File: config.mk
export PLATFORM = sky130hd
export DESIGN_NAME = parametric_line_rasterizer
export DESIGN_NICKNAME = d
export VERILOG_FILES = /design/src/sv/plr_pkg.sv /design/src/sv/plr_axis.sv /design/src/sv/parametric_line_rasterizer.sv
export SDC_FILE = /design/constraint.sdc
export NUM_CORES = 1
export LEC_CHECK = 0
export BUFFER_PORTS_ARGS = -buffer_cell sky130_fd_sc_hd__buf_2
export CAP_MARGIN = 20
export CORE_ASPECT_RATIO = 0.6
export CORE_UTILIZATION = 30
export CTS_CLUSTER_DIAMETER = 40
export DETAILED_ROUTE_END_ITERATION = 10
export GPL_ROUTABILITY_DRIVEN = 0
export PLACE_DENSITY = 0.46
export RECOVER_POWER = 100
export SLEW_MARGIN = 25
export SYNTH_ARGS = -nofsm -noshare
export SYNTH_HDL_FRONTEND = slang
export SYNTH_SLANG_ARGS = --single-unit
export TNS_END_PERCENT = 10
File: constraint.sdc
create_clock -name clk -period 26.5 [get_ports clk]
set_input_delay 5.3 -clock clk [delete_from_list [all_inputs] [get_ports clk]]
set_output_delay 5.3 -clock clk [all_outputs]
set_load 0.03 [all_outputs]
File: src/sv/plr_pkg.sv
package plr_pkg;

	// Default widths of a coordinate and of a color value
	localparam int COORD_BITS_DEF = 12;
	localparam int COLOR_BITS_DEF = 8;

	// Operation codes of an input word
	typedef enum logic {
		OP_LOAD    = 1'b0,
		OP_ADVANCE = 1'b1
	} plr_op_t;

	// Per-cycle commands from the line controller to each axis unit
	typedef struct packed {
		logic load;  // latch a new line, emit its first point
		logic step;  // advance the accumulators by one point
	} plr_ctl_t;

endpackage

File: src/sv/plr_axis.sv
module plr_axis #(
	parameter int COORD_BITS = plr_pkg::COORD_BITS_DEF
) (
	input  logic                          clk,
	input  logic                          arst_n,
	input  plr_pkg::plr_ctl_t             ctl,
	input  logic signed [COORD_BITS-1:0]  load_base,
	input  logic signed [COORD_BITS:0]    load_span,
	input  logic        [COORD_BITS-1:0]  len,
	output logic signed [COORD_BITS-1:0]  point
);
	import plr_pkg::*;

	localparam int SW = COORD_BITS + 2;
	localparam int WW = COORD_BITS + 3;

	logic signed [COORD_BITS-1:0] origin_q;
	logic signed [COORD_BITS:0]   span_q;
	logic signed [COORD_BITS:0]   quot_q;
	logic        [COORD_BITS-1:0] rem_q;

	logic signed [SW-1:0]         sum;
	logic signed [SW-1:0]         len_w;
	logic signed [SW-1:0]         sum_adj;
	logic signed [COORD_BITS:0]   quot_step;
	logic signed [COORD_BITS-1:0] base_sel;
	logic signed [COORD_BITS:0]   quot_sel;
	logic        [COORD_BITS-1:0] rem_sel;
	logic        [COORD_BITS:0]   two_r;
	logic                         half_ge;
	logic                         half_eq;
	logic signed [WW-1:0]         w_raw;
	logic signed [WW-1:0]         w_fix;

	// Exact remainder step: |span| <= len so one correction suffices
	always_comb begin
		len_w = $signed({2'b00, len});
		sum   = $signed({2'b00, rem_q}) + $signed({span_q[COORD_BITS], span_q});
		if (sum >= len_w) begin
			sum_adj   = sum - len_w;
			quot_step = quot_q + (COORD_BITS+1)'(1);
		end else if (sum < $signed(SW'(0))) begin
			sum_adj   = sum + len_w;
			quot_step = quot_q - (COORD_BITS+1)'(1);
		end else begin
			sum_adj   = sum;
			quot_step = quot_q;
		end
	end

	// A load rounds the new origin with zero quotient and remainder
	always_comb begin
		if (ctl.load) begin
			base_sel = load_base;
			quot_sel = '0;
			rem_sel  = '0;
		end else begin
			base_sel = origin_q;
			quot_sel = quot_step;
			rem_sel  = sum_adj[COORD_BITS-1:0];
		end
	end

	// Add one half, then truncate toward zero
	always_comb begin
		two_r   = {rem_sel, 1'b0};
		half_ge = two_r >= {1'b0, len};
		half_eq = two_r == {1'b0, len};
		w_raw   = $signed({{3{base_sel[COORD_BITS-1]}}, base_sel})
			+ $signed({{2{quot_sel[COORD_BITS]}}, quot_sel})
			+ $signed({{(WW-1){1'b0}}, half_ge});
		if (w_raw < $signed(WW'(0)) && !half_eq)
			w_fix = w_raw + WW'(1);
		else
			w_fix = w_raw;
	end

	assign point = w_fix[COORD_BITS-1:0];

	always_ff @(posedge clk or negedge arst_n) begin
		if (!arst_n) begin
			origin_q <= '0;
			span_q   <= '0;
			quot_q   <= '0;
			rem_q    <= '0;
		end else if (ctl.load) begin
			origin_q <= load_base;
			span_q   <= load_span;
			quot_q   <= '0;
			rem_q    <= '0;
		end else if (ctl.step) begin
			quot_q   <= quot_step;
			rem_q    <= sum_adj[COORD_BITS-1:0];
		end
	end

endmodule

File: src/sv/parametric_line_rasterizer.sv
// Line rasterizer: walks the points of a straight line from endpoint B to A.
// Input channel (in_valid/in_ready): a word with operation = load latches
// both endpoints and a color and emits the point at B; operation = advance
// emits the next point of the active line. A line of length
// len = max(|dx|, |dy|) yields len+1 points; the point at A carries
// last_point. A line with A equal to B gives that single point. An advance
// with no active line is consumed and gives no word.
// Output channel (out_valid/out_ready): one point word per producing input.
// A word is taken into the input register; its point is then loaded into
// the output register when that register is free or being drained, and
// waits there until the receiver takes it. Throughput: one word per cycle
// while the receiver does not stall. Each point is one exact quotient and
// remainder update per axis (add, compare, correct) plus rounding, all in
// the single stage between the input and output registers.
// Reset (arst_n low) drops any line in progress and empties both registers.
// When the receiver stalls, the output word holds; the input register still
// takes one more word, then in_ready falls until the output drains.
module parametric_line_rasterizer #(
	parameter int COORD_BITS = plr_pkg::COORD_BITS_DEF,
	parameter int COLOR_BITS = plr_pkg::COLOR_BITS_DEF
) (
	input  logic                          clk,
	input  logic                          arst_n,
	input  logic                          in_valid,
	output logic                          in_ready,
	input  logic                          operation,
	input  logic signed [COORD_BITS-1:0]  end_a_x,
	input  logic signed [COORD_BITS-1:0]  end_a_y,
	input  logic signed [COORD_BITS-1:0]  end_b_x,
	input  logic signed [COORD_BITS-1:0]  end_b_y,
	input  logic        [COLOR_BITS-1:0]  color_in,
	output logic                          out_valid,
	input  logic                          out_ready,
	output logic signed [COORD_BITS-1:0]  pixel_x,
	output logic signed [COORD_BITS-1:0]  pixel_y,
	output logic        [COLOR_BITS-1:0]  pixel_color,
	output logic                          last_point
);
	import plr_pkg::*;

	// Input register
	logic                         valid_s1;
	plr_op_t                      op_s1;
	logic signed [COORD_BITS-1:0] ax_s1;
	logic signed [COORD_BITS-1:0] ay_s1;
	logic signed [COORD_BITS-1:0] bx_s1;
	logic signed [COORD_BITS-1:0] by_s1;
	logic        [COLOR_BITS-1:0] color_s1;

	// Line state
	logic [COORD_BITS-1:0] len_q;
	logic [COORD_BITS-1:0] step_q;
	logic [COLOR_BITS-1:0] held_color_q;
	logic                  active_q;

	// Output register
	logic                         out_valid_q;
	logic signed [COORD_BITS-1:0] pixel_x_q;
	logic signed [COORD_BITS-1:0] pixel_y_q;
	logic        [COLOR_BITS-1:0] pixel_color_q;
	logic                         last_q;

	logic                         advance;
	logic                         fire;
	logic                         is_load;
	plr_ctl_t                     ctl;
	logic signed [COORD_BITS:0]   dx;
	logic signed [COORD_BITS:0]   dy;
	logic [COORD_BITS-1:0]        abs_dx;
	logic [COORD_BITS-1:0]        abs_dy;
	logic [COORD_BITS-1:0]        len_ld;
	logic [COORD_BITS-1:0]        len_use;
	logic [COORD_BITS-1:0]        step_n;
	logic                         step_last;
	logic                         degenerate;
	logic                         emit;
	logic signed [COORD_BITS-1:0] pt_x;
	logic signed [COORD_BITS-1:0] pt_y;

	// The stage moves when the output register is free or being drained
	assign advance  = !out_valid_q || out_ready;
	assign in_ready = !valid_s1 || advance;
	assign fire     = valid_s1 && advance;
	assign is_load  = op_s1 == OP_LOAD;

	// Span and length of a newly loaded line
	always_comb begin
		dx     = $signed({ax_s1[COORD_BITS-1], ax_s1}) - $signed({bx_s1[COORD_BITS-1], bx_s1});
		dy     = $signed({ay_s1[COORD_BITS-1], ay_s1}) - $signed({by_s1[COORD_BITS-1], by_s1});
		abs_dx = dx[COORD_BITS] ? COORD_BITS'(-dx) : dx[COORD_BITS-1:0];
		abs_dy = dy[COORD_BITS] ? COORD_BITS'(-dy) : dy[COORD_BITS-1:0];
		len_ld = (abs_dx > abs_dy) ? abs_dx : abs_dy;
	end

	assign degenerate = len_ld == '0;
	assign len_use    = is_load ? len_ld : len_q;
	assign step_n     = step_q + COORD_BITS'(1);
	assign step_last  = step_n >= len_q;

	// Drop an advance that finds no active line
	assign ctl.load = fire && is_load;
	assign ctl.step = fire && !is_load && active_q;
	assign emit     = ctl.load || ctl.step;

	plr_axis #(.COORD_BITS(COORD_BITS)) u_axis_x (
		.clk       (clk),
		.arst_n    (arst_n),
		.ctl       (ctl),
		.load_base (bx_s1),
		.load_span (dx),
		.len       (len_use),
		.point     (pt_x)
	);

	plr_axis #(.COORD_BITS(COORD_BITS)) u_axis_y (
		.clk       (clk),
		.arst_n    (arst_n),
		.ctl       (ctl),
		.load_base (by_s1),
		.load_span (dy),
		.len       (len_use),
		.point     (pt_y)
	);

	// Input register: take a word whenever there is room
	always_ff @(posedge clk or negedge arst_n) begin
		if (!arst_n) begin
			valid_s1 <= 1'b0;
		end else if (in_ready) begin
			valid_s1 <= in_valid;
		end
	end

	always_ff @(posedge clk) begin
		if (in_ready && in_valid) begin
			op_s1    <= plr_op_t'(operation);
			ax_s1    <= end_a_x;
			ay_s1    <= end_a_y;
			bx_s1    <= end_b_x;
			by_s1    <= end_b_y;
			color_s1 <= color_in;
		end
	end

	// Line state: a load restarts, a step counts toward the far endpoint
	always_ff @(posedge clk or negedge arst_n) begin
		if (!arst_n) begin
			len_q        <= '0;
			step_q       <= '0;
			held_color_q <= '0;
			active_q     <= 1'b0;
		end else if (ctl.load) begin
			len_q        <= len_ld;
			step_q       <= '0;
			held_color_q <= color_s1;
			active_q     <= !degenerate;
		end else if (ctl.step) begin
			step_q       <= step_n;
			active_q     <= !step_last;
		end
	end

	// Output register: hold the word until the receiver takes it
	always_ff @(posedge clk or negedge arst_n) begin
		if (!arst_n) begin
			out_valid_q <= 1'b0;
		end else if (advance) begin
			out_valid_q <= emit;
		end
	end

	always_ff @(posedge clk) begin
		if (advance && emit) begin
			if (ctl.load) begin
				pixel_color_q <= color_s1;
				if (degenerate) begin
					// A single point: endpoint A exactly
					pixel_x_q <= ax_s1;
					pixel_y_q <= ay_s1;
					last_q    <= 1'b1;
				end else begin
					pixel_x_q <= pt_x;
					pixel_y_q <= pt_y;
					last_q    <= 1'b0;
				end
			end else begin
				pixel_color_q <= held_color_q;
				pixel_x_q     <= pt_x;
				pixel_y_q     <= pt_y;
				last_q        <= step_last;
			end
		end
	end

	assign out_valid   = out_valid_q;
	assign pixel_x     = pixel_x_q;
	assign pixel_y     = pixel_y_q;
	assign pixel_color = pixel_color_q;
	assign last_point  = last_q;

`ifndef SYNTHESIS
	a_active_len: assert property (@(posedge clk) disable iff (!arst_n)
		active_q |-> (len_q != '0))
		else $error("active line with zero length");

	a_step_bound: assert property (@(posedge clk) disable iff (!arst_n)
		active_q |-> (step_q < len_q))
		else $error("step index reached line length while active");

	a_last_ends: assert property (@(posedge clk) disable iff (!arst_n)
		(ctl.step && step_last) |=> !active_q)
		else $error("line still active after its last point");

	a_idle_adv: assert property (@(posedge clk) disable iff (!arst_n)
		(fire && !is_load && !active_q) |=> ($stable(step_q) && !out_valid_q))
		else $error("advance without a line changed state or gave a word");
`endif

endmodule
## Word level (Yosys, flattened, before mapping)

Cells that the tools add are included.

| storage, ports and cells | value |
|---|---|
| logic and storage cells | 116 |
| flip-flop bits (word level) | 225 |

| cells by class | value |
|---|---|
| bitwise operators | 1 |
| order comparisons | 10 |
| reductions and logical operators | 19 |
| add/subtract/negate cells | 21 |
| equal/unequal tests | 2 |
| multiplexer cells | 39 |

Operators with widths:

| kind | number |
|---|---|
| 2-to-1 mux 12 bit | 24 |
| 2-to-1 mux 13 bit | 10 |
| adder 14 x 2 -> 15 bit | 2 |
| < comparator 15 x 1 -> 1 bit, second input constant | 2 |
| adder 12 x 13 -> 14 bit | 2 |
| adder 13 x 13 -> 14 bit | 2 |
| greater-or-equal comparator 14 x 13 -> 1 bit | 2 |
| < comparator 14 x 1 -> 1 bit, second input constant | 2 |
| adder 13 x 2 -> 13 bit, second input constant | 2 |
| == test 13 x 12 -> 1 bit | 2 |
| greater-or-equal comparator 13 x 12 -> 1 bit | 2 |
| subtractor 12 x 12 -> 13 bit | 2 |
| subtractor 13 x 2 -> 13 bit, second input constant | 2 |
| adder 12 bit | 2 |
| adder 12 x 2 -> 12 bit, second input constant | 2 |
| negation 12 bit | 2 |
| subtractor 12 bit | 2 |
| adder 12 x 1 -> 12 bit, second input constant | 1 |
| greater-or-equal comparator 12 bit | 1 |
| greater-than comparator 12 bit | 1 |
| zero test 12 bit | 1 |
| logical AND 1 bit | 8 |
| 2-to-1 mux 8 bit | 1 |
| zero test 1 bit | 6 |
| 4 further kinds | 9 |

## Logic depth before layout (Yosys ltp)

Gate-level depths: netlist (run 1).

| logic depth | value |
|---|---|
| depth in word-level cells | 17 |
| depth in mapped cells | 65 |
| depth with buffers taken out | 62 |

## Modules after synthesis

A second synthesis (run 1) with hierarchy kept.

| second synthesis, totals | value |
|---|---|
| cells, all modules | 2019 |
| area total of the unflattened synthesis | 18571.6 um^2 |

By module, submodules not included:

| module | cells an instance | instances | area an instance (um^2) |
|---|---|---|---|
| parametric_line_rasterizer | 730 | 1 | 7682.4 |
| plr_axis at u_axis_y | 654 | 1 | 5515.3 |
| plr_axis at u_axis_x | 635 | 1 | 5373.9 |

## Least setup slack after synthesis (run 1)

Ideal clock, no wire load.

| timing path | value |
|---|---|
| path kind | register -> register |
| start | register ay_s1[3] |
| end | register pixel_x_q[3], in the netlist pixel_x[3], data pin |
| arrival time | 11.968 ns |
| required time | 26.348 ns |
| period minus slack after synthesis | 12.119 ns |
| cell stages (with the launch flop) | 58 |
| path slack | 14.381 ns |
| path through | edfxtp_1 > ha_1 > o211ai_1 > a211oi_1 > or4_1 > a2111o_1 > or3_4 > nand2_1 > xnor2_1 > ha_1 > a2111oi_0 > nand2_1 > o21ai_0 > a32oi_4 > nor2_8 > buf_1 > a21oi_1 > mux2i_1 > (+22 left out) > a21o_1 > a211oi_1 > fa_1 > fa_1 > nor2b_1 > o21ai_0 > a21boi_0 > o21ai_0 > a21oi_1 > o21ai_0 > a21oi_1 > o31a_1 > o31ai_1 > o41a_1 > clkbuf_1 > nand2_1 > or3_1 > a31oi_1 |

| on the way | value |
|---|---|
| cells in the longest elaborated chain, start to end | 17 |

Ends and longest elaborated chain:

| what | RTL line | text |
|---|---|---|
| start, declared | parametric_line_rasterizer.sv:45 | `logic signed [COORD_BITS-1:0] ay_s1;` |
| start signal, assigned | parametric_line_rasterizer.sv:138 | `ay_s1 <= end_a_y;` |
| subtractor 12 x 12 -> 13 bit * | parametric_line_rasterizer.sv:89 | `dy = $signed({ay_s1[COORD_BITS-1], ay_s1}) - $signed({by_s1[COORD_BITS-1], by_s1});` |
| negation 12 bit | parametric_line_rasterizer.sv:91 | `abs_dy = dy[COORD_BITS] ? COORD_BITS'(-dy) : dy[COORD_BITS-1:0];` |
| 2-to-1 mux 12 bit * | parametric_line_rasterizer.sv:91 |  |
| greater-than comparator 12 bit | parametric_line_rasterizer.sv:92 | `len_ld = (abs_dx > abs_dy) ? abs_dx : abs_dy;` |
| 2-to-1 mux 12 bit * | parametric_line_rasterizer.sv:92 |  |
| 2-to-1 mux 12 bit * | parametric_line_rasterizer.sv:96 | `assign len_use = is_load ? len_ld : len_q;` |
| adder 12 bit | plr_axis.sv:43 | `sum_adj = sum + len_w;` |
| 2-to-1 mux 12 bit | plr_axis.sv:42 | `end else if (sum < $signed(SW'(0))) begin` |
| (+2 left out) | -- |  |
| named net u_axis_x.rem_sel[5] | plr_axis.sv:28 | `logic [COORD_BITS-1:0] rem_sel;` |
| greater-or-equal comparator 13 x 12 -> 1 bit | plr_axis.sv:67 | `half_ge = two_r >= {1'b0, len};` |
| adder 14 x 2 -> 15 bit | plr_axis.sv:71 | `+ $signed({{(WW-1){1'b0}}, half_ge});` |
| < comparator 15 x 1 -> 1 bit | plr_axis.sv:72 | `if (w_raw < $signed(WW'(0)) && !half_eq)` |
| logical AND 1 bit | plr_axis.sv:72 |  |
| 2-to-1 mux 12 bit * | plr_axis.sv:72 |  |
| 2-to-1 mux 12 bit | parametric_line_rasterizer.sv:176 | `if (degenerate) begin` |
| 2-to-1 mux 12 bit * | parametric_line_rasterizer.sv:174 | `if (ctl.load) begin` |
| end signal, assigned | parametric_line_rasterizer.sv:178 | `pixel_x_q <= ax_s1;` |
| end signal, assigned | parametric_line_rasterizer.sv:182 | `pixel_x_q <= pt_x;` |
| end signal, assigned | parametric_line_rasterizer.sv:188 | `pixel_x_q <= pt_x;` |
| end, declared | parametric_line_rasterizer.sv:58 | `logic signed [COORD_BITS-1:0] pixel_x_q;` |

The timed path passes the listed nets; every way through them passes the cells marked *.
A chain may end at the register's enable or synchronous reset.

## Final worst setup path (run 1)

| timing path | value |
|---|---|
| start | register bx_s1[0] |
| end | register pixel_x_q[11], in the netlist pixel_x[11], data pin |

| on the way | value |
|---|---|
| cells in the longest elaborated chain, start to end | 17 |

Ends and longest elaborated chain:

| what | RTL line | text |
|---|---|---|
| start, declared | parametric_line_rasterizer.sv:46 | `logic signed [COORD_BITS-1:0] bx_s1;` |
| start signal, assigned | parametric_line_rasterizer.sv:139 | `bx_s1 <= end_b_x;` |
| subtractor 12 x 12 -> 13 bit * | parametric_line_rasterizer.sv:88 | `dx = $signed({ax_s1[COORD_BITS-1], ax_s1}) - $signed({bx_s1[COORD_BITS-1], bx_s1});` |
| negation 12 bit | parametric_line_rasterizer.sv:90 | `abs_dx = dx[COORD_BITS] ? COORD_BITS'(-dx) : dx[COORD_BITS-1:0];` |
| 2-to-1 mux 12 bit * | parametric_line_rasterizer.sv:90 |  |
| greater-than comparator 12 bit | parametric_line_rasterizer.sv:92 |  |
| 2-to-1 mux 12 bit * | parametric_line_rasterizer.sv:92 |  |
| 2-to-1 mux 12 bit * | parametric_line_rasterizer.sv:96 |  |
| adder 12 bit | plr_axis.sv:43 |  |
| 2-to-1 mux 12 bit | plr_axis.sv:42 |  |
| (+2 left out) | -- |  |
| named net u_axis_x.rem_sel[5] | plr_axis.sv:28 |  |
| greater-or-equal comparator 13 x 12 -> 1 bit | plr_axis.sv:67 |  |
| adder 14 x 2 -> 15 bit | plr_axis.sv:71 |  |
| < comparator 15 x 1 -> 1 bit | plr_axis.sv:72 |  |
| logical AND 1 bit | plr_axis.sv:72 |  |
| 2-to-1 mux 12 bit * | plr_axis.sv:72 |  |
| 2-to-1 mux 12 bit | parametric_line_rasterizer.sv:176 |  |
| 2-to-1 mux 12 bit * | parametric_line_rasterizer.sv:174 |  |

Marks and branches as above.

==> run summary, run 1 <==
Vias -> 15702
failing checks -> max-capacitance violations, max-slew violations
kind of cell adding the most delay to the critical path -> compound AO/OA/AOI/OAI gates
startpoint type of the worst setup path -> flip-flop
Initial Util -> 30.69%
dpl ws -> 10.52 ns
commonest non-fill, non-tap cell in the layout -> nand2_1
fin crit share -> 70.75%
# placed instances -> 2845
Crit-path slowest cell -> a31oi_1
Crit path largest cell delay -> 1.87 ns
initial DRC count -> 1397
DIE AREA -> 60450 µm²
count of cell types in the netlist -> 92
arrival time worst endpoint -> 19.13 ns
Max Root-Sink Buffers -> 3
P&R area growth vs syn -> 13.13%
# setup viols final -> 0
final setup margin -> 7.752 ns
commonest cells after routing, fill and taps aside -> nand2_1 (201), nor2_1 (198), ha_1 (172)
Final Max Slew Viols -> 495
Worst-path clk slew -> 0.06 ns
CTS tree -> yes
# hold bufs at CTS -> 0
initial antenna violation count -> 1
Gate Count Post-Synth -> 2041
largest net degree at the start of global routing -> 59
Worst Setup End Kind -> flip-flop
Rows -> 68
Sink Count -> 225
Final TNS setup -> 0 ns
drt total wl -> 60.20 mm
WP data required -> 26.89 ns
Seq/Total Area, Yosys -> 34.10%
Wirelength per Cell -> 20.72 µm
Max H-tree Level -> 2
dpl hpwl -> 46.31 mm
total of max-cap violations -> 11
number of antenna-violating nets in the routed design -> 0
Global Route Usage Sum -> 19.94%
Worst Path Max Fanout -> 25
kind of critical path -> flip-flop to flip-flop
Root Driver -> clkbuf_16
postcts setup bufs -> 0
Die X -> 316.8 µm
RSZ-0062 raised after global routing -> false
Syn Area/Cell -> 8.737 µm²
Port Buffers -> 95
routed vias/inst -> 5.403
num ports -> 96
Achievable Freq -> 0.05334 GHz
cts repair resizes -> 0
most frequent CP cell -> o21ai_0
Hold Violations, Final -> 0
grt ovf -> 0
status -> finished, violations left
first-pass GRT wire length -> 91.89 mm
HP Class -> flip-flop to flip-flop
1st-pass router iterations -> 5
DRC Markers -> 0
Post-synth EDFFs -> 90
fin nets -> 2355
Core ar. -> 58110 µm²
normalized max-slew margin -> -152.7%
syn_nets -> 2285
Synth Cell Area -> 17830 µm²
synth warn -> 0
Top FF cell, synth -> dfrtp_1
Non-Filler Instances -> 2906
Seq cells post-synth -> 225
worst-margin pin slew -> 3.791 ns
Layout Utilization -> 34.72%
chip height -> 190.9 µm
fraction of layout cells with a size suffix above 1 -> 7.635%
asr flop ratio synth -> 60.00%
total CTS buffers -> 34
final clock skew -> 0.02909 ns
buffers plus inverters on the worst setup path -> 2
vias in the first global route -> 14937
Tmin final -> 18.75 ns
clk_lat worst skew -> 0.54 ns
## state kept, by name (all words and copies together) (netlist names), 13 cells and up
signal	cells
u_axis_x.quot_q	13
u_axis_y.quot_q	13
u_axis_x.span_q	13
u_axis_y.span_q	13
## cells by family after synthesis
group | after synthesis | synth area share, %
XOR/XNOR | 115 | 5.648
multiplexers | 22 | 1.298
AO/OA/AOI/OAI | 596 | 22.45
flip-flops | 225 | 34.10
AND/OR/NAND/NOR | 681 | 18.46
adder cells (fa/ha/maj) | 183 | 13.30
buffers and inverters | 219 | 4.743
## synth_stat cells (30+ instances only)
master / instances / area share [%]
nand2_1: 202 / 4.3
nor2_1: 198 / 4.2
ha_1: 172 / 12
o21ai_0: 143 / 4.0
inv_1: 137 / 2.9
a21oi_1: 135 / 3.8
dfrtp_1: 135 / 19
edfxtp_1: 90 / 15
clkbuf_1: 69 / 1.5
xnor2_1: 67 / 3.3
xor2_1: 48 / 2.4
a21o_1: 45 / 1.9
nor3_1: 35 / 0.98
nand2b_1: 32 / 1.1
nor2b_1: 30 / 1.1
## worst register-to-register path, delay by kind of cell, from the launching register on
kind | cells | cell delay, ns
AO/OA/AOI/OAI | 28 | 10.33
XOR/XNOR | 1 | 0.18
adder cells (fa/ha/maj) | 7 | 2.52
buffers and inverters | 2 | 0.26
flip-flops | 1 | 0.40
multiplexers | 1 | 0.49
AND/OR/NAND/NOR | 14 | 4.41
## final cells by class
type	count	area, µm²
Inverter	137	514.2
Antenna cell	1	2.502
Clock buffer	40	914.6
Clock inverter	20	311.5
Sequential cell	225	6081
Tap cell	770	963.4
Fill cell	6004	37940
Timing Repair Buffer	116	541.8
Multi-Input combinational cell	1597	10850
## through the flow
stage          hold slack, ns  instance area [µm²]
2_1_floorplan          0.4303                17830
3_3_place_gp           0.4425                19120
3_5_place_dp           0.4435                19120
4_1_cts                0.4601                20350
5_1_grt                0.4853                20170
6_report               0.4591                20170
## final timing paths
check | cells past startpoint | slack (ns) | from | endpoint
setup reg to reg | 53 | 7.75 | bx_s1[0]$_DFFE_PP_ | pixel_x[11]$_DFFE_PP_
hold / removal | 2 | 0.46 | color_s1[1]$_DFFE_PP_ | held_color_q[1]$_DFF_PN0_
min in group asynchronous | 1 | 5.23 | arst_n | u_axis_y.rem_q[0]$_DFFE_PN0N_
hold reg to reg | 2 | 0.46 | color_s1[1]$_DFFE_PP_ | held_color_q[1]$_DFF_PN0_
max in group asynchronous | 2 | 17.27 | arst_n | held_color_q[6]$_DFF_PN0_
setup / recovery | 53 | 7.75 | bx_s1[0]$_DFFE_PP_ | pixel_x[11]$_DFFE_PP_
## metal layers
| layer | share of wire (%) | GRT usage (%) | vias to the layer above |
|---|---|---|---|
| li1 | - | - | 7545 |
| met1 | 53 | 31.80 | 7637 |
| met2 | 38 | 26.13 | 462 |
| met3 | 7.8 | 5.318 | 56 |
| met4 | 1.3 | 3.291 | 2 |
| met5 | 0.022 | 0 | - |
Power of run 1 is left out: the tool's default activity adds up to more than one toggle a clock period on the data nets, which glitch-free logic cannot reach.
==> run 2: changes to the inputs <==
==> constraint.sdc (replaced) <==
create_clock -name clk -period 18.5 [get_ports clk]
set_input_delay 3.7 -clock clk [delete_from_list [all_inputs] [get_ports clk]]
set_output_delay 3.7 -clock clk [all_outputs]
set_load 0.03 [all_outputs]
==> run 2 against run 1 <==
The run still ends with max-capacitance violations, max-slew violations left. Hold slack got worse by 0.00067 ns. Global-route usage hardly changed. Register-to-register slack got worse by 5.9 ns. Utilization shrank 0.17 points. Routed wire length decreased by 0.55%. Clock skew shrank 0.0024 ns. Final cell count about the same. Via count increased by 0.25%.
==> run summary, run 2 (synthesized netlist as in run 1, its figures left out) <==
startpoint type of the worst setup path -> flip-flop
Tmin final -> 16.65 ns
kind of cell adding the most delay to the critical path -> compound AO/OA/AOI/OAI gates
drt total wl -> 59.87 mm
normalized max-slew margin -> -157.6%
grt ovf -> 0
Wirelength per Cell -> 20.61 µm
Worst Path Max Fanout -> 25
dpl hpwl -> 46.31 mm
num ports -> 96
commonest non-fill, non-tap cell in the layout -> nand2_1
Rows -> 68
total CTS buffers -> 34
commonest cells after routing, fill and taps aside -> nand2_1 (201), nor2_1 (197), ha_1 (172)
Max Root-Sink Buffers -> 3
Port Buffers -> 95
routed vias/inst -> 5.419
# setup viols final -> 0
postcts setup bufs -> 0
first-pass GRT wire length -> 91.83 mm
Max H-tree Level -> 2
Final Max Slew Viols -> 469
worst-margin pin slew -> 3.864 ns
GRT met3 Usage -> 5.916%
P&R area growth vs syn -> 12.57%
status -> finished, violations left
Achievable Freq -> 0.06006 GHz
# hold bufs at CTS -> 0
Root Driver -> clkbuf_16
number of antenna-violating nets in the routed design -> 0
total of max-cap violations -> 10
filler instances -> 6079
most frequent CP cell -> o21ai_0
Crit-path slowest cell -> o41a_1
HP Class -> flip-flop to flip-flop
kind of critical path -> flip-flop to flip-flop
Hold Violations, Final -> 0
Core ar. -> 58110 µm²
Worst R2R Path Depth -> 53
largest net degree at the start of global routing -> 59
Global Route Usage Sum -> 19.94%
Die X -> 316.8 µm
1st-pass router iterations -> 5
Ant. Diodes -> 0
chip height -> 190.9 µm
RSZ-0062 raised after global routing -> false
Worst path depth -> 53
cts repair resizes -> 0
clk_lat worst skew -> 0.54 ns
GRT met1 Usage -> 31.69%
initial DRC count -> 1461
fin nets -> 2355
CTS tree -> yes
fin crit share -> 90.01%
met2 Use GR -> 25.72%
Initial Util -> 30.69%
DRC Markers -> 0
Final TNS setup -> 0 ns
fraction of layout cells with a size suffix above 1 -> 7.588%
hold path depth -> 2
Crit path largest cell delay -> 0.77 ns
vias in the first global route -> 14909
failing checks -> max-capacitance violations, max-slew violations
initial antenna violation count -> 1
arrival time worst endpoint -> 17.04 ns
final clock skew -> 0.02674 ns
buffers plus inverters on the worst setup path -> 2
Worst-path clk slew -> 0.06 ns
DIE AREA -> 60450 µm²
Sink Count -> 225
Worst Setup End Kind -> flip-flop
WP data required -> 18.89 ns
GRT busiest layer -> met1
Vias -> 15742
-- run 2: worst paths after layout --
kind / endpoint / start / slack [ns]
setup / recovery: pixel_x[11]$_DFFE_PP_ / bx_s1[0]$_DFFE_PP_ / 1.85
hold / removal: held_color_q[0]$_DFF_PN0_ / color_s1[0]$_DFFE_PP_ / 0.46
setup reg to reg: pixel_x[11]$_DFFE_PP_ / bx_s1[0]$_DFFE_PP_ / 1.85
hold reg to reg: held_color_q[0]$_DFF_PN0_ / color_s1[0]$_DFFE_PP_ / 0.46
max in group asynchronous: u_axis_y.origin_q[7]$_DFF_PN0_ / arst_n / 10.79
min in group asynchronous: u_axis_y.rem_q[0]$_DFFE_PN0N_ / arst_n / 3.64
-- run 2: layer usage --
| layer | vias to the layer above | share of wire [%] |
|---|---|---|
| met5 | - | 0.022 |
| met4 | 2 | 1.5 |
| met3 | 69 | 8.6 |
| met2 | 482 | 37 |
| met1 | 7641 | 53 |
| li1 | 7548 | - |
-- run 2: tightest hold or removal path: cells and delay by family, from the launching register on --
family	cells	cell delay [ns]
AND/OR/NAND/NOR	2	0.10
flip-flops	1	0.32
-- run 2: metrics by stage --
| step | setup WS [ns] | area [µm²] | utilization [%] | instances | hold WS (ns) |
|---|---|---|---|---|---|
| global placement | 2.631 | 19120 | 32.91 | 2845 | 0.4428 |
| floorplan | 6.381 | 17830 | - | 2041 | 0.4303 |
| CTS | 2.466 | 20220 | 34.80 | 2905 | 0.4602 |
| global route | 0.8529 | 20070 | 34.54 | 2905 | 0.4769 |
| finish | 1.849 | 20070 | 34.54 | 2905 | 0.4584 |
| detailed placement | 2.548 | 19120 | 32.91 | 2845 | 0.4435 |
-- run 2: area by class of cell --
| type | count | area [µm²] | area share, % |
|---|---|---|---|
| Multi-Input combinational cell | 1597 | 10880 | 54.19 |
| Sequential cell | 225 | 6081 | 30.29 |
| Tap cell | 770 | 963.4 | 4.800 |
| Clock buffer | 42 | 932.1 | 4.644 |
| Timing Repair Buffer | 116 | 539.3 | 2.687 |
| Inverter | 137 | 514.2 | 2.562 |
| Clock inverter | 18 | 166.4 | 0.8290 |
Power of run 2 is left out for the same reason.
==> run 3: changes to the inputs <==
--- a/config.mk
+++ b/config.mk
@@ -7,12 +7,14 @@
 export LEC_CHECK = 0
 export BUFFER_PORTS_ARGS = -buffer_cell sky130_fd_sc_hd__buf_2
 export CAP_MARGIN = 20
+export CELL_PAD_IN_SITES_DETAIL_PLACEMENT = 1
+export CELL_PAD_IN_SITES_GLOBAL_PLACEMENT = 1
 export CORE_ASPECT_RATIO = 0.6
 export CORE_UTILIZATION = 30
 export CTS_CLUSTER_DIAMETER = 40
 export DETAILED_ROUTE_END_ITERATION = 10
 export GPL_ROUTABILITY_DRIVEN = 0
-export PLACE_DENSITY = 0.46
+export PLACE_DENSITY = 0.56
 export RECOVER_POWER = 100
 export SLEW_MARGIN = 25
 export SYNTH_ARGS = -nofsm -noshare
==> run 3 against run 2 <==
The flow still finishes with violations (max-capacitance violations, max-slew violations). Hold slack improved by 0.015 ns. Final cell count grew 0.34%. Die area unchanged. Utilization rose by 0.48 points. Non-clock buffer count stayed put. Critical path type unchanged. Critical endpoint unchanged. Largest cell class unchanged.
==> run summary, run 3 (synthesized netlist as in run 1, its figures left out) <==
Crit path largest cell delay -> 0.77 ns
1st-pass router iterations -> 7
first-pass GRT wire length -> 99.66 mm
fraction of layout cells with a size suffix above 1 -> 8.252%
CTS tree -> yes
vias in the first global route -> 16223
Wirelength per Cell -> 22.41 µm
grt ovf -> 0
RSZ-0062 raised after global routing -> false
total of max-cap violations -> 9
Final Max Slew Viols -> 489
postcts setup bufs -> 0
Layout Utilization -> 35.03%
Port Buffers -> 95
fin nets -> 2359
Global Route Usage Sum -> 21.66%
cts repair resizes -> 0
dpl hpwl -> 50.56 mm
Rows -> 68
commonest cells after routing, fill and taps aside -> nand2_1 (202), nor2_1 (197), ha_1 (172)
status -> finished, violations left
chip height -> 190.9 µm
fin crit share -> 90.36%
normalized max-slew margin -> -253.6%
Reg2Reg Setup Slack -> 1.78 ns
buffers plus inverters on the worst setup path -> 2
DRC Markers -> 0
worst-margin pin slew -> 5.304 ns
routed vias/inst -> 5.479
num ports -> 96
clk_lat worst skew -> 0.56 ns
number of antenna-violating nets in the routed design -> 0
Crit-path slowest cell -> a311oi_1
Max H-tree Level -> 2
arrival time worst endpoint -> 17.12 ns
largest net degree at the start of global routing -> 86
Placement Cell Area -> 19130 µm²
Achievable Freq -> 0.05982 GHz
reg2reg start -> bx_s1[0]$_DFFE_PP_
initial DRC count -> 1147
Final TNS setup -> 0 ns
Die X -> 316.8 µm
Max Root-Sink Buffers -> 3
Worst Path Max Fanout -> 25
Worst-path clk slew -> 0.06 ns
failing checks -> max-capacitance violations, max-slew violations
startpoint type of the worst setup path -> flip-flop
hold_sp -> color_s1[2]$_DFFE_PP_
# setup viols final -> 0
Worst Setup End Kind -> flip-flop
Sink Count -> 225
DIE AREA -> 60450 µm²
kind of cell adding the most delay to the critical path -> compound AO/OA/AOI/OAI gates
Non-Filler Instances -> 2915
P&R area growth vs syn -> 14.14%
commonest non-fill, non-tap cell in the layout -> nand2_1
Worst R2R Path Depth -> 53
hold path depth -> 2
# placed instances -> 2845
kind of critical path -> flip-flop to flip-flop
WP data required -> 18.90 ns
Core ar. -> 58110 µm²
Initial Util -> 30.69%
most frequent CP cell -> o21ai_0
# hold bufs at CTS -> 0
RR Endpoint -> pixel_x[11]$_DFFE_PP_
final clock skew -> 0.02429 ns
Root Driver -> clkbuf_16
WHS Endpoint -> held_color_q[2]$_DFF_PN0_
fin area -> 20350 µm²
initial antenna violation count -> 3
drt total wl -> 65.32 mm
Hold Violations, Final -> 0
Tmin final -> 16.72 ns
total CTS buffers -> 38
Vias -> 15972
Ant. Diodes -> 0
HP Class -> flip-flop to flip-flop
==> run 3: cell type report <==
class | instances | area, µm²
Timing Repair Buffer | 116 | 545.5
Sequential cell | 225 | 6081
Tap cell | 770 | 963.4
Multi-Input combinational cell | 1597 | 10870
Clock inverter | 25 | 326.6
Fill cell | 6833 | 37760
Inverter | 137 | 514.2
Clock buffer | 45 | 1049
==> run 3: how the worst max path moves through the flow <==
stage / startpoint / to / cells after the start
after floorplan: ay_s1[3]$_DFFE_PP_ / pixel_x[3]$_DFFE_PP_ / 57
after global placement: bx_s1[0]$_DFFE_PP_ / pixel_x[11]$_DFFE_PP_ / 54
after detailed placement: bx_s1[0]$_DFFE_PP_ / pixel_x[11]$_DFFE_PP_ / 54
after CTS: bx_s1[0]$_DFFE_PP_ / pixel_x[11]$_DFFE_PP_ / 54
after global routing: bx_s1[0]$_DFFE_PP_ / pixel_x[11]$_DFFE_PP_ / 53
final: bx_s1[0]$_DFFE_PP_ / pixel_x[11]$_DFFE_PP_ / 53
==> run 3: metrics by stage <==
step	hold WS [ns]	setup WS, ns
6_report	0.4732	1.783
5_1_grt	0.4952	0.6903
4_1_cts	0.4728	2.338
3_5_place_dp	0.4555	2.432
3_3_place_gp	0.4454	2.667
2_1_floorplan	0.4303	6.381
==> run 3: per-layer routing <==
layer	routed length, µm	GRT usage [%]
met1	34270	33.47
met2	25730	30.15
met3	4281	4.904
met4	1038	4.105
met5	0	0
==> run 3: worst reg2reg max path: cells and delay by family (launching register included) <==
kind | cells | cell delay (ns)
compound gates | 28 | 9.31
xor+xnor | 1 | 0.18
fa+ha+maj | 7 | 2.54
buf+inv | 2 | 0.29
flops | 1 | 0.40
mux | 1 | 0.47
simple gates | 14 | 3.39
Power of run 3 is left out for the same reason.
